===== src/sv/pc_pkg.sv =====
`timescale 1ns / 1ps
// Package for the correlation block: widths, payload types and engine interface types.
package pc_pkg;

   localparam int SAMPLE_WIDTH = 16;
   localparam int PAIR_LIMIT   = 4096;

   localparam int COUNT_W = $clog2(PAIR_LIMIT + 1);
   localparam int PROD_W  = 2 * SAMPLE_WIDTH;
   localparam int SUM_W   = SAMPLE_WIDTH + COUNT_W - 1;
   localparam int PSUM_W  = PROD_W + COUNT_W - 1;
   localparam int SQSUM_W = PROD_W + COUNT_W - 2;

   localparam int COEF_W = 16;
   localparam int FRAC_W = COEF_W - 1;
   localparam logic [COEF_W-1:0] COEF_MAX = {1'b0, {(COEF_W-1){1'b1}}};

   typedef struct packed {
      logic signed [SAMPLE_WIDTH-1:0] x_sample;
      logic signed [SAMPLE_WIDTH-1:0] y_sample;
      logic                           last_pair;
   } pc_req_type;

   typedef struct packed {
      logic signed [COEF_W-1:0] coefficient;
      logic                     zero_spread;
      logic                     count_overflow;
   } pc_rsp_type;

   typedef struct packed {
      logic        [COUNT_W-1:0] pair_count;
      logic signed [SUM_W-1:0]   sum_of_x;
      logic signed [SUM_W-1:0]   sum_of_y;
      logic signed [PSUM_W-1:0]  sum_of_products;
      logic        [SQSUM_W-1:0] sum_of_x_squares;
      logic        [SQSUM_W-1:0] sum_of_y_squares;
   } pc_sums_type;

   typedef struct packed {
      logic start;
      logic ack;
   } pc_fin_ctl_type;

   typedef struct packed {
      logic       done;
      pc_rsp_type result;
   } pc_fin_sts_type;

endpackage


===== src/sv/pearson_correlation.sv =====
`timescale 1ns / 1ps
// Top level of the streaming Pearson correlation block.
//
//   channel   dir   handshake              payload
//   req_      in    req_valid / req_ready  pc_req_type (x_sample, y_sample, last_pair)
//   rsp_      out   rsp_valid / rsp_ready  pc_rsp_type (coefficient, zero_spread,
//                                                       count_overflow)
//
// Each pair is accepted in S_IDLE and then takes three passes through the single
//   16x16 multiplier for x*y, x*x and y*y; the next pair is taken back in S_IDLE.
// The last pair then goes through S_TAIL, where its y*y is summed, and pc_finish: the
//   shared 112-bit adder does the seven shift-add products, the 56-step square root,
//   one abs step and, unless the root is zero, the 16-step divide. An overflowed set
//   skips that pass; S_TAIL sets its flag once the output register is free.
// Reset clears the running sums, the pair count, both state machines and the pend, overflow and valid flags.
// A result waits in the output register; the next set's pairs keep flowing in, and
//   only the next result transfer stalls until the held one is taken.
module pearson_correlation (
   input  logic               clock,
   input  logic               reset,
   input  logic               req_valid,
   output logic               req_ready,
   input  pc_pkg::pc_req_type req_payload,
   output logic               rsp_valid,
   input  logic               rsp_ready,
   output pc_pkg::pc_rsp_type rsp_payload
);
   import pc_pkg::*;

   typedef enum logic [2:0] {S_IDLE, S_XY, S_XX, S_YY, S_TAIL, S_FIN} state_type;

   state_type state_ff, state_in;

   // sample holding registers
   logic signed [SAMPLE_WIDTH-1:0] x_ff, x_in;
   logic signed [SAMPLE_WIDTH-1:0] y_ff, y_in;
   logic                           last_ff, last_in;
   logic                           acc_en_ff, acc_en_in;   // pair fits under PAIR_LIMIT

   // shared multiplier and its registered product
   logic signed [SAMPLE_WIDTH-1:0] mul_a, mul_b;
   logic signed [PROD_W-1:0]       mul_p;
   logic signed [PROD_W-1:0]       prod_ff, prod_in;
   logic                           pend_ff, pend_in;       // y*y still to be summed

   // running sums
   logic        [COUNT_W-1:0] count_ff, count_in;
   logic signed [SUM_W-1:0]   sx_ff, sx_in;
   logic signed [SUM_W-1:0]   sy_ff, sy_in;
   logic signed [PSUM_W-1:0]  sxy_ff, sxy_in;
   logic        [SQSUM_W-1:0] sxx_ff, sxx_in;
   logic        [SQSUM_W-1:0] syy_ff, syy_in;
   logic                      ovf_ff, ovf_in;

   // output register
   logic       rsp_valid_ff, rsp_valid_in;
   pc_rsp_type rsp_ff, rsp_in;

   pc_sums_type    sums;
   pc_fin_ctl_type fin_ctl;
   pc_fin_sts_type fin_sts;

   logic req_xfer;
   logic slot_free;

   assign req_ready = (state_ff == S_IDLE);
   assign req_xfer  = req_valid && req_ready;
   assign slot_free = !rsp_valid_ff || rsp_ready;

   assign mul_p = mul_a * mul_b;

   assign sums.pair_count       = count_ff;
   assign sums.sum_of_x         = sx_ff;
   assign sums.sum_of_y         = sy_ff;
   assign sums.sum_of_products  = sxy_ff;
   assign sums.sum_of_x_squares = sxx_ff;
   assign sums.sum_of_y_squares = syy_ff;

   // the sums stay put while the engine runs, so it reads them live
   assign fin_ctl.start = (state_ff == S_TAIL) && !pend_ff && !ovf_ff;
   assign fin_ctl.ack   = (state_ff == S_FIN) && fin_sts.done && slot_free;

   pc_finish u_finish (
      .clock (clock),
      .reset (reset),
      .sums  (sums),
      .ctl   (fin_ctl),
      .sts   (fin_sts)
   );

   always_comb begin
      state_in     = state_ff;
      x_in         = x_ff;
      y_in         = y_ff;
      last_in      = last_ff;
      acc_en_in    = acc_en_ff;
      prod_in      = prod_ff;
      pend_in      = pend_ff;
      count_in     = count_ff;
      sx_in        = sx_ff;
      sy_in        = sy_ff;
      sxy_in       = sxy_ff;
      sxx_in       = sxx_ff;
      syy_in       = syy_ff;
      ovf_in       = ovf_ff;
      rsp_valid_in = rsp_valid_ff && !rsp_ready;
      rsp_in       = rsp_ff;
      mul_a        = x_ff;
      mul_b        = y_ff;

      // fold in the previous pair's y*y while idle or in the tail
      if (pend_ff && (state_ff == S_IDLE || state_ff == S_TAIL)) begin
         if (acc_en_ff) begin
            syy_in = syy_ff + SQSUM_W'($unsigned(prod_ff));
         end
         pend_in = 1'b0;
      end

      case (state_ff)
         S_IDLE: begin
            if (req_xfer) begin
               x_in      = req_payload.x_sample;
               y_in      = req_payload.y_sample;
               last_in   = req_payload.last_pair;
               acc_en_in = (count_ff != COUNT_W'(PAIR_LIMIT));
               state_in  = S_XY;
            end
         end

         S_XY: begin
            prod_in = mul_p;
            if (acc_en_ff) begin
               count_in = count_ff + COUNT_W'(1);
               sx_in    = sx_ff + SUM_W'(x_ff);
               sy_in    = sy_ff + SUM_W'(y_ff);
            end else begin
               ovf_in = 1'b1;
            end
            state_in = S_XX;
         end

         S_XX: begin
            mul_b   = x_ff;
            prod_in = mul_p;
            if (acc_en_ff) begin
               sxy_in = sxy_ff + PSUM_W'(prod_ff);
            end
            state_in = S_YY;
         end

         S_YY: begin
            mul_a   = y_ff;
            prod_in = mul_p;
            pend_in = 1'b1;
            if (acc_en_ff) begin
               sxx_in = sxx_ff + SQSUM_W'($unsigned(prod_ff));
            end
            state_in = last_ff ? S_TAIL : S_IDLE;
         end

         S_TAIL: begin
            if (!pend_ff) begin
               if (!ovf_ff) begin
                  state_in = S_FIN;
               end else if (slot_free) begin
                  // too many pairs: flag only, no arithmetic
                  rsp_in.coefficient    = '0;
                  rsp_in.zero_spread    = 1'b0;
                  rsp_in.count_overflow = 1'b1;
                  rsp_valid_in          = 1'b1;
                  count_in              = '0;
                  sx_in                 = '0;
                  sy_in                 = '0;
                  sxy_in                = '0;
                  sxx_in                = '0;
                  syy_in                = '0;
                  ovf_in                = 1'b0;
                  state_in              = S_IDLE;
               end
            end
         end

         S_FIN: begin
            if (fin_ctl.ack) begin
               rsp_in       = fin_sts.result;
               rsp_valid_in = 1'b1;
               count_in     = '0;
               sx_in        = '0;
               sy_in        = '0;
               sxy_in       = '0;
               sxx_in       = '0;
               syy_in       = '0;
               ovf_in       = 1'b0;
               state_in     = S_IDLE;
            end
         end

         default: begin
            state_in = S_IDLE;
         end
      endcase
   end

   // state and registered outputs
   always_ff @(posedge clock) begin
      if (reset) begin
         state_ff     <= S_IDLE;
         rsp_valid_ff <= 1'b0;
         pend_ff      <= 1'b0;
         count_ff     <= '0;
         sx_ff        <= '0;
         sy_ff        <= '0;
         sxy_ff       <= '0;
         sxx_ff       <= '0;
         syy_ff       <= '0;
         ovf_ff       <= 1'b0;
      end else begin
         state_ff     <= state_in;
         rsp_valid_ff <= rsp_valid_in;
         pend_ff      <= pend_in;
         count_ff     <= count_in;
         sx_ff        <= sx_in;
         sy_ff        <= sy_in;
         sxy_ff       <= sxy_in;
         sxx_ff       <= sxx_in;
         syy_ff       <= syy_in;
         ovf_ff       <= ovf_in;
      end
   end

   // payload registers
   always_ff @(posedge clock) begin
      x_ff      <= x_in;
      y_ff      <= y_in;
      last_ff   <= last_in;
      acc_en_ff <= acc_en_in;
      prod_ff   <= prod_in;
      rsp_ff    <= rsp_in;
   end

   assign rsp_valid   = rsp_valid_ff;
   assign rsp_payload = rsp_ff;

endmodule


===== src/sv/pc_finish.sv =====
`timescale 1ns / 1ps
// End-of-set engine: variances, covariance, square root and divide on one shared adder.
module pc_finish (
   input  logic                   clock,
   input  logic                   reset,
   input  pc_pkg::pc_sums_type    sums,
   input  pc_pkg::pc_fin_ctl_type ctl,
   output pc_pkg::pc_fin_sts_type sts
);
   import pc_pkg::*;

   localparam int NUM_W  = COUNT_W + PSUM_W;
   localparam int VAR_W  = COUNT_W + SQSUM_W - 1;
   localparam int ROOT_W = VAR_W + 1;
   localparam int AW     = 2 * ROOT_W;
   localparam int CNT_W  = $clog2(ROOT_W);

   typedef enum logic [2:0] {F_IDLE, F_MUL, F_SQRT, F_ABS, F_DIV, F_DONE} fstate_type;
   typedef enum logic [2:0] {
      M_NSXY, M_SXSY, M_NSXX, M_SXSX, M_NSYY, M_SYSY, M_VXVY
   } mop_type;

   fstate_type state_ff, state_in;
   mop_type    mop_ff, mop_in, ld_op;

   logic [AW-1:0]           acc_ff, acc_in;
   logic [AW-1:0]           mcand_ff, mcand_in;
   logic [VAR_W-1:0]        mplier_ff, mplier_in;
   logic [CNT_W-1:0]        cnt_ff, cnt_in;
   logic                    msub_ff, msub_in;
   logic                    msgn_ff, msgn_in;
   logic signed [NUM_W-1:0] num_ff, num_in;
   logic [VAR_W-1:0]        vx_ff, vx_in;
   logic [AW-1:0]           p_ff, p_in;
   logic [ROOT_W-1:0]       root_ff, root_in;
   logic                    neg_ff, neg_in;
   logic [COEF_W-1:0]       q_ff, q_in;
   pc_rsp_type              res_ff, res_in;

   // shared adder / subtractor, carry out is the unsigned a >= b flag on subtract
   logic [AW-1:0] alu_a, alu_b;
   logic          alu_sub;
   logic [AW:0]   alu_res;
   logic          alu_carry;

   assign alu_res   = {1'b0, alu_a} + {1'b0, (alu_sub ? ~alu_b : alu_b)}
                      + {{AW{1'b0}}, alu_sub};
   assign alu_carry = alu_res[AW];

   logic [AW-1:0]     acc_step;
   logic [AW-1:0]     rem_sh;
   logic              last_step;
   logic [COEF_W-1:0] q_fin;

   logic [AW-1:0]    ld_mcand;
   logic [VAR_W-1:0] ld_mplier;
   logic [CNT_W-1:0] ld_cnt;
   logic             ld_sub;
   logic             ld_sgn;

   assign last_step = (cnt_ff == '0);
   assign rem_sh    = {acc_ff[AW-3:0], p_ff[AW-1:AW-2]};
   assign acc_step  = mplier_ff[0] ? alu_res[AW-1:0] : acc_ff;
   assign q_fin     = {q_ff[COEF_W-2:0], alu_carry};

   // operand selection for the next multiply op
   always_comb begin
      ld_op = M_NSXY;
      if (state_ff == F_MUL) begin
         case (mop_ff)
            M_NSXY:  ld_op = M_SXSY;
            M_SXSY:  ld_op = M_NSXX;
            M_NSXX:  ld_op = M_SXSX;
            M_SXSX:  ld_op = M_NSYY;
            M_NSYY:  ld_op = M_SYSY;
            M_SYSY:  ld_op = M_VXVY;
            default: ld_op = M_NSXY;
         endcase
      end
      ld_mcand  = '0;
      ld_mplier = '0;
      ld_cnt    = '0;
      ld_sub    = 1'b0;
      ld_sgn    = 1'b0;
      case (ld_op)
         M_NSXY: begin
            ld_mcand  = AW'(sums.sum_of_products);
            ld_mplier = VAR_W'(sums.pair_count);
            ld_cnt    = CNT_W'(COUNT_W - 1);
         end
         M_SXSY: begin
            ld_mcand  = AW'(sums.sum_of_x);
            ld_mplier = VAR_W'(sums.sum_of_y);
            ld_cnt    = CNT_W'(SUM_W - 1);
            ld_sub    = 1'b1;
            ld_sgn    = 1'b1;
         end
         M_NSXX: begin
            ld_mcand  = AW'(sums.sum_of_x_squares);
            ld_mplier = VAR_W'(sums.pair_count);
            ld_cnt    = CNT_W'(COUNT_W - 1);
         end
         M_SXSX: begin
            ld_mcand  = AW'(sums.sum_of_x);
            ld_mplier = VAR_W'(sums.sum_of_x);
            ld_cnt    = CNT_W'(SUM_W - 1);
            ld_sub    = 1'b1;
            ld_sgn    = 1'b1;
         end
         M_NSYY: begin
            ld_mcand  = AW'(sums.sum_of_y_squares);
            ld_mplier = VAR_W'(sums.pair_count);
            ld_cnt    = CNT_W'(COUNT_W - 1);
         end
         M_SYSY: begin
            ld_mcand  = AW'(sums.sum_of_y);
            ld_mplier = VAR_W'(sums.sum_of_y);
            ld_cnt    = CNT_W'(SUM_W - 1);
            ld_sub    = 1'b1;
            ld_sgn    = 1'b1;
         end
         M_VXVY: begin
            // Vy comes straight out of the accumulator
            ld_mcand  = AW'(acc_step[VAR_W-1:0]);
            ld_mplier = vx_ff;
            ld_cnt    = CNT_W'(VAR_W - 1);
         end
         default: begin
            ld_mcand = '0;
         end
      endcase
   end

   always_comb begin
      state_in  = state_ff;
      mop_in    = mop_ff;
      acc_in    = acc_ff;
      mcand_in  = mcand_ff;
      mplier_in = mplier_ff;
      cnt_in    = cnt_ff;
      msub_in   = msub_ff;
      msgn_in   = msgn_ff;
      num_in    = num_ff;
      vx_in     = vx_ff;
      p_in      = p_ff;
      root_in   = root_ff;
      neg_in    = neg_ff;
      q_in      = q_ff;
      res_in    = res_ff;
      alu_a     = '0;
      alu_b     = '0;
      alu_sub   = 1'b0;

      case (state_ff)
         F_IDLE: begin
            if (ctl.start) begin
               mop_in    = M_NSXY;
               acc_in    = '0;
               mcand_in  = ld_mcand;
               mplier_in = ld_mplier;
               cnt_in    = ld_cnt;
               msub_in   = ld_sub;
               msgn_in   = ld_sgn;
               state_in  = F_MUL;
            end
         end

         F_MUL: begin
            // shift-add; a signed multiplier's top bit weighs negative
            alu_a     = acc_ff;
            alu_b     = mcand_ff;
            alu_sub   = msub_ff ^ (last_step & msgn_ff);
            acc_in    = acc_step;
            mcand_in  = mcand_ff << 1;
            mplier_in = mplier_ff >> 1;
            cnt_in    = cnt_ff - CNT_W'(1);
            if (last_step) begin
               mop_in    = ld_op;
               mcand_in  = ld_mcand;
               mplier_in = ld_mplier;
               cnt_in    = ld_cnt;
               msub_in   = ld_sub;
               msgn_in   = ld_sgn;
               case (mop_ff)
                  M_SXSY: begin
                     num_in = acc_step[NUM_W-1:0];
                     acc_in = '0;
                  end
                  M_SXSX: begin
                     vx_in  = acc_step[VAR_W-1:0];
                     acc_in = '0;
                  end
                  M_SYSY: begin
                     acc_in = '0;
                  end
                  M_VXVY: begin
                     p_in     = acc_step;
                     acc_in   = '0;
                     root_in  = '0;
                     cnt_in   = CNT_W'(ROOT_W - 1);
                     state_in = F_SQRT;
                  end
                  default: begin
                     acc_in = acc_step;
                  end
               endcase
            end
         end

         F_SQRT: begin
            // two bits of the radicand per step, acc holds the remainder
            alu_a   = rem_sh;
            alu_b   = {{(AW-ROOT_W-2){1'b0}}, root_ff, 2'b01};
            alu_sub = 1'b1;
            p_in    = p_ff << 2;
            cnt_in  = cnt_ff - CNT_W'(1);
            if (alu_carry) begin
               acc_in  = alu_res[AW-1:0];
               root_in = {root_ff[ROOT_W-2:0], 1'b1};
            end else begin
               acc_in  = rem_sh;
               root_in = {root_ff[ROOT_W-2:0], 1'b0};
            end
            if (last_step) begin
               state_in = F_ABS;
            end
         end

         F_ABS: begin
            alu_a    = '0;
            alu_b    = AW'(num_ff);
            alu_sub  = num_ff[NUM_W-1];
            neg_in   = num_ff[NUM_W-1];
            acc_in   = alu_res[AW-1:0] << FRAC_W;
            mcand_in = AW'(root_ff) << FRAC_W;
            q_in     = '0;
            cnt_in   = CNT_W'(COEF_W - 1);
            if (root_ff == '0) begin
               res_in.coefficient    = '0;
               res_in.zero_spread    = 1'b1;
               res_in.count_overflow = 1'b0;
               state_in              = F_DONE;
            end else begin
               state_in = F_DIV;
            end
         end

         F_DIV: begin
            // restoring divide, one quotient bit per step
            alu_a    = acc_ff;
            alu_b    = mcand_ff;
            alu_sub  = 1'b1;
            mcand_in = mcand_ff >> 1;
            cnt_in   = cnt_ff - CNT_W'(1);
            q_in     = q_fin;
            if (alu_carry) begin
               acc_in = alu_res[AW-1:0];
            end
            if (last_step) begin
               res_in.zero_spread    = 1'b0;
               res_in.count_overflow = 1'b0;
               if (neg_ff) begin
                  res_in.coefficient = ~q_fin + COEF_W'(1);
               end else if (q_fin > COEF_MAX) begin
                  res_in.coefficient = COEF_MAX;
               end else begin
                  res_in.coefficient = q_fin;
               end
               state_in = F_DONE;
            end
         end

         F_DONE: begin
            if (ctl.ack) begin
               state_in = F_IDLE;
            end
         end

         default: begin
            state_in = F_IDLE;
         end
      endcase
   end

   always_ff @(posedge clock) begin
      if (reset) begin
         state_ff <= F_IDLE;
      end else begin
         state_ff <= state_in;
      end
   end

   always_ff @(posedge clock) begin
      mop_ff    <= mop_in;
      acc_ff    <= acc_in;
      mcand_ff  <= mcand_in;
      mplier_ff <= mplier_in;
      cnt_ff    <= cnt_in;
      msub_ff   <= msub_in;
      msgn_ff   <= msgn_in;
      num_ff    <= num_in;
      vx_ff     <= vx_in;
      p_ff      <= p_in;
      root_ff   <= root_in;
      neg_ff    <= neg_in;
      q_ff      <= q_in;
      res_ff    <= res_in;
   end

   assign sts.done   = (state_ff == F_DONE);
   assign sts.result = res_ff;

endmodule

===== config.mk =====
export PLATFORM = sky130hd
export DESIGN_NAME = pearson_correlation
export DESIGN_NICKNAME = d
export VERILOG_FILES = /design/src/sv/pc_pkg.sv /design/src/sv/pearson_correlation.sv /design/src/sv/pc_finish.sv
export SDC_FILE = /design/constraint.sdc
export NUM_CORES = 2
export LEC_CHECK = 0
export ABC_AREA = 0
export BUFFER_PORTS_ARGS = -buffer_cell sky130_fd_sc_hd__buf_4
export CORE_UTILIZATION = 35
export CTS_CLUSTER_SIZE = 10
export DETAILED_ROUTE_END_ITERATION = 6
export SKIP_LAST_GASP = 1
export SLEW_MARGIN = 25
export SYNTH_ARGS = -nofsm -noshare
export SYNTH_HDL_FRONTEND = slang
export SYNTH_SLANG_ARGS = --single-unit

===== constraint.sdc =====
create_clock -name clock -period 15.49 [get_ports clock]
set_clock_uncertainty 0.1 [all_clocks]
set_input_delay 0.7745 -clock clock [delete_from_list [all_inputs] [get_ports clock]]
set_output_delay 0.7745 -clock clock [all_outputs]
set_load 0.05 [all_outputs]

==> impl_metrics.yaml <==
floorplanning:
  core_area_um2: 189000
  dieArea_um2: 192000
  die_y_um: 438
  core.rowCount: 159
  start_util_pct: 35.4
  io_pins: 57
  die_x_um: 438
clock_network:
  numClockSinks: 894
  worstSkewPairLatency_ps: 770
  cts_buffers: 108
  cts.path.max_buffers: 3
  tritoncts: "built"
  cts_setup_buffers: 0
  cts_root_buf: "clkbuf_16"
  cts_hold_buf: 0
  clkTransAtPathRegs_ps: 60
  postCtsResizedCells: 0
  htreeDepth: 3
status:
  outcome: "finished, violations left"
  violations: "DRC"
synth:
  synth_flop_cell: "edfxtp_1"
  synth_top_cell_by_area: "edfxtp_1"
  synth_cell_types: 97
  synth_area_um2: 66700
  synthTopCellsByCount: "nand2_1 (705), edfxtp_1 (686), nor2_1 (680), a21oi_1 (530), clkbuf_1 (386)"
  yosys_warnings: 0
  synth_edf_count: 686
  synthTopCellsByArea: "edfxtp_1 (31%), fa_1 (8.0%), ha_1 (6.7%)"
  yosysSeqAreaShare_pct: 37.1
  ys_async_sr_fraction_pct: 0
  synthCells: 6992
  yosysTopAreaCellShare_pct: 30.9
  synth_nets: 7656
  synth-seq-cells: 894
  syn_avg_cell_area_um2: 9.54
  post-synth-top-count-cell: "nand2_1"
sta:
  tightest_slew_ps: 1140
  setup_viol: 0
  fmaxAchievable_mhz: 98.0
  finalCritPeriodShare_pct: 65.9
  rsz0062_at_grt: "false"
  drv_slew: 0
  tns_ps: 0
  hold_viol: 0
  finalCriticalPeriod_ps: 10210
  max_slew_margin_pct: 21.6
place:
  globalplace.congestion: 0.960
  dp_hpwl_mm: 165
  port_buffers: 56
final_layout:
  syn_to_final_growth_pct: 9.35
  drive_above_1_share_pct: 6.61
  n_antenna_cell: 0
  nets: 7487
grt:
  first_global_vias: 54800
  grt_start_max_net_pins: 133
  grt_pass1_wl_mm: 339
  gr-total-overflow: 0
  antenna_found_initial: 2
  groute.usage.overall_pct: 22.6
routing:
  firstDrtPassIters: 7
  via_per_inst: 5.96
  topRoutingLayerUsed: "met5"
  wl_met3_mm: 16.5
  vias: 56000
  post_drt_wl_per_cell_um: 23.6
  ant_nets: 0
  drt-initial-drc-count: 6359
  wl_met1_mm: 96.2
  wl_mm: 222
  drcViolationCount: 92
  wl_met2_mm: 102
job:
  drv_cap: 0
worst_setup_path:
  cp_common_cell: "buf_4"
  arrival_ps: 10450
  critPathTopFamily: "buffers and inverters"
  crit_chain: "buf_4 > inv_1 > nand2_1 > a21oi_4 > buf_4 > buf_4 > a221oi_1 > xnor2_1 > ha_1 > nand4_1 > or2_2 > nor2_1 > o311a_1 > o311ai_4 > a2111oi_2 > nor2_4 > o31ai_4 > a2111o_1 > a31o_4 > inv_2 > a21boi_4 > buf_4 > buf_4"
  cp-start-kind: "flip-flop"
  cp_max_fo: 78
  end_kind: "flip-flop"
  worstSetupPathType: "reg2reg"
  slowest_stage: "buf_4"
  slowest_delay_ps: 790
  critPathRequiredTime_ps: 15730
  critPathBufInv: 7
min_path:
  hold_path.class: "in2reg"
-- cell usage in the layout (no fill, tap or decap), drive strengths merged, types with 88 or more instances in the layout --
| cell | n |
|---|---|
| xor2 | 101 |
| edfxtp | 686 |
| a21o | 156 |
| dfxtp | 208 |
| ha | 359 |
| and3 | 110 |
| mux2i | 178 |
| xnor2 | 275 |
| clkbuf | 160 |
| nor3 | 90 |
| fa | 268 |
| inv | 389 |
| a22oi | 121 |
| nand3 | 88 |
| o21ai | 325 |
| buf | 156 |
| a21oi | 533 |
| a22o | 150 |
| a222oi | 195 |
| nand2 | 705 |
| nor2 | 681 |
-- per-layer routing --
| layer | GRT usage [%] | up-vias |
|---|---|---|
| met5 | 0 | - |
| li1 | - | 25600 |
| met3 | 3.24 | 395 |
| met2 | 36.3 | 2296 |
| met1 | 31.2 | 27700 |
| met4 | 6.98 | 4 |
-- layout make-up --
| type | count | area [um^2] |
|---|---|---|
| Clock buffer | 160 | 2980 |
| Clock inverter | 26 | 324 |
| Fill cell | 18600 | 116000 |
| Inverter | 385 | 1450 |
| Multi-Input combinational cell | 5278 | 39100 |
| Sequential cell | 894 | 24800 |
| Tap cell | 2495 | 3120 |
| Timing Repair Buffer | 156 | 1210 |
-- sequential cells by signal, indices dropped and copies added, names as in the netlist, 32 cells and up --
register / flops
syy_ff: 43
u_finish.vx_ff: 55
u_finish.p_ff: 112
u_finish.acc_ff: 112
u_finish.mcand_ff: 112
sxy_ff: 44
u_finish.num_ff: 57
u_finish.mplier_ff: 55
sxx_ff: 43
u_finish.root_ff: 56
prod_ff: 32
-- path summary, 6_finish.rpt --
path | slack [ps] | cells after the start | to | from
max | 5280 | 23 | u_finish.acc_ff[67]$_DFFE_PP_ | u_finish.state_ff[2]$_SDFFE_PP0P_
min | 110 | 1 | x_ff[2]$_DFFE_PP_ | req_payload[19]
max reg2reg | 5280 | 23 | u_finish.acc_ff[67]$_DFFE_PP_ | u_finish.state_ff[2]$_SDFFE_PP0P_
min reg2reg | 380 | 2 | sxx_ff[30]$_SDFFE_PP0P_ | sxx_ff[30]$_SDFFE_PP0P_
-- logic make-up (layout without fill, tap and decap cells) --
group / after synthesis / after routing / share of synthesized area, %
AND/OR/NAND/NOR: 2002 / 2002 / 13.4
flip-flops: 894 / 894 / 37.1
XOR/XNOR: 376 / 376 / 4.94
buffers and inverters: 820 / 727 / 4.72
AO/OA/AOI/OAI: 2037 / 2037 / 21.4
multiplexers: 236 / 236 / 3.65
adder cells (fa/ha/maj): 627 / 627 / 14.8
-- stage by stage --
step / area, um^2 / hold slack (ps) / cells / utilization [%] / setup WS, ps
2_1_floorplan: 66700 / 348 / 6992 / - / 1450
3_3_place_gp: 69600 / 360 / 9207 / 36.9 / 5630
3_5_place_dp: 69600 / 369 / 9207 / 36.9 / 5480
4_1_cts: 72900 / 69.0 / 9393 / 38.6 / 5390
5_1_grt: 72900 / 74.4 / 9394 / 38.7 / 4770
6_report: 72900 / 113 / 9394 / 38.7 / 5280
Power is left out: the tool's default activity adds up to more than one toggle a clock period on the data nets, which glitch-free logic cannot reach.
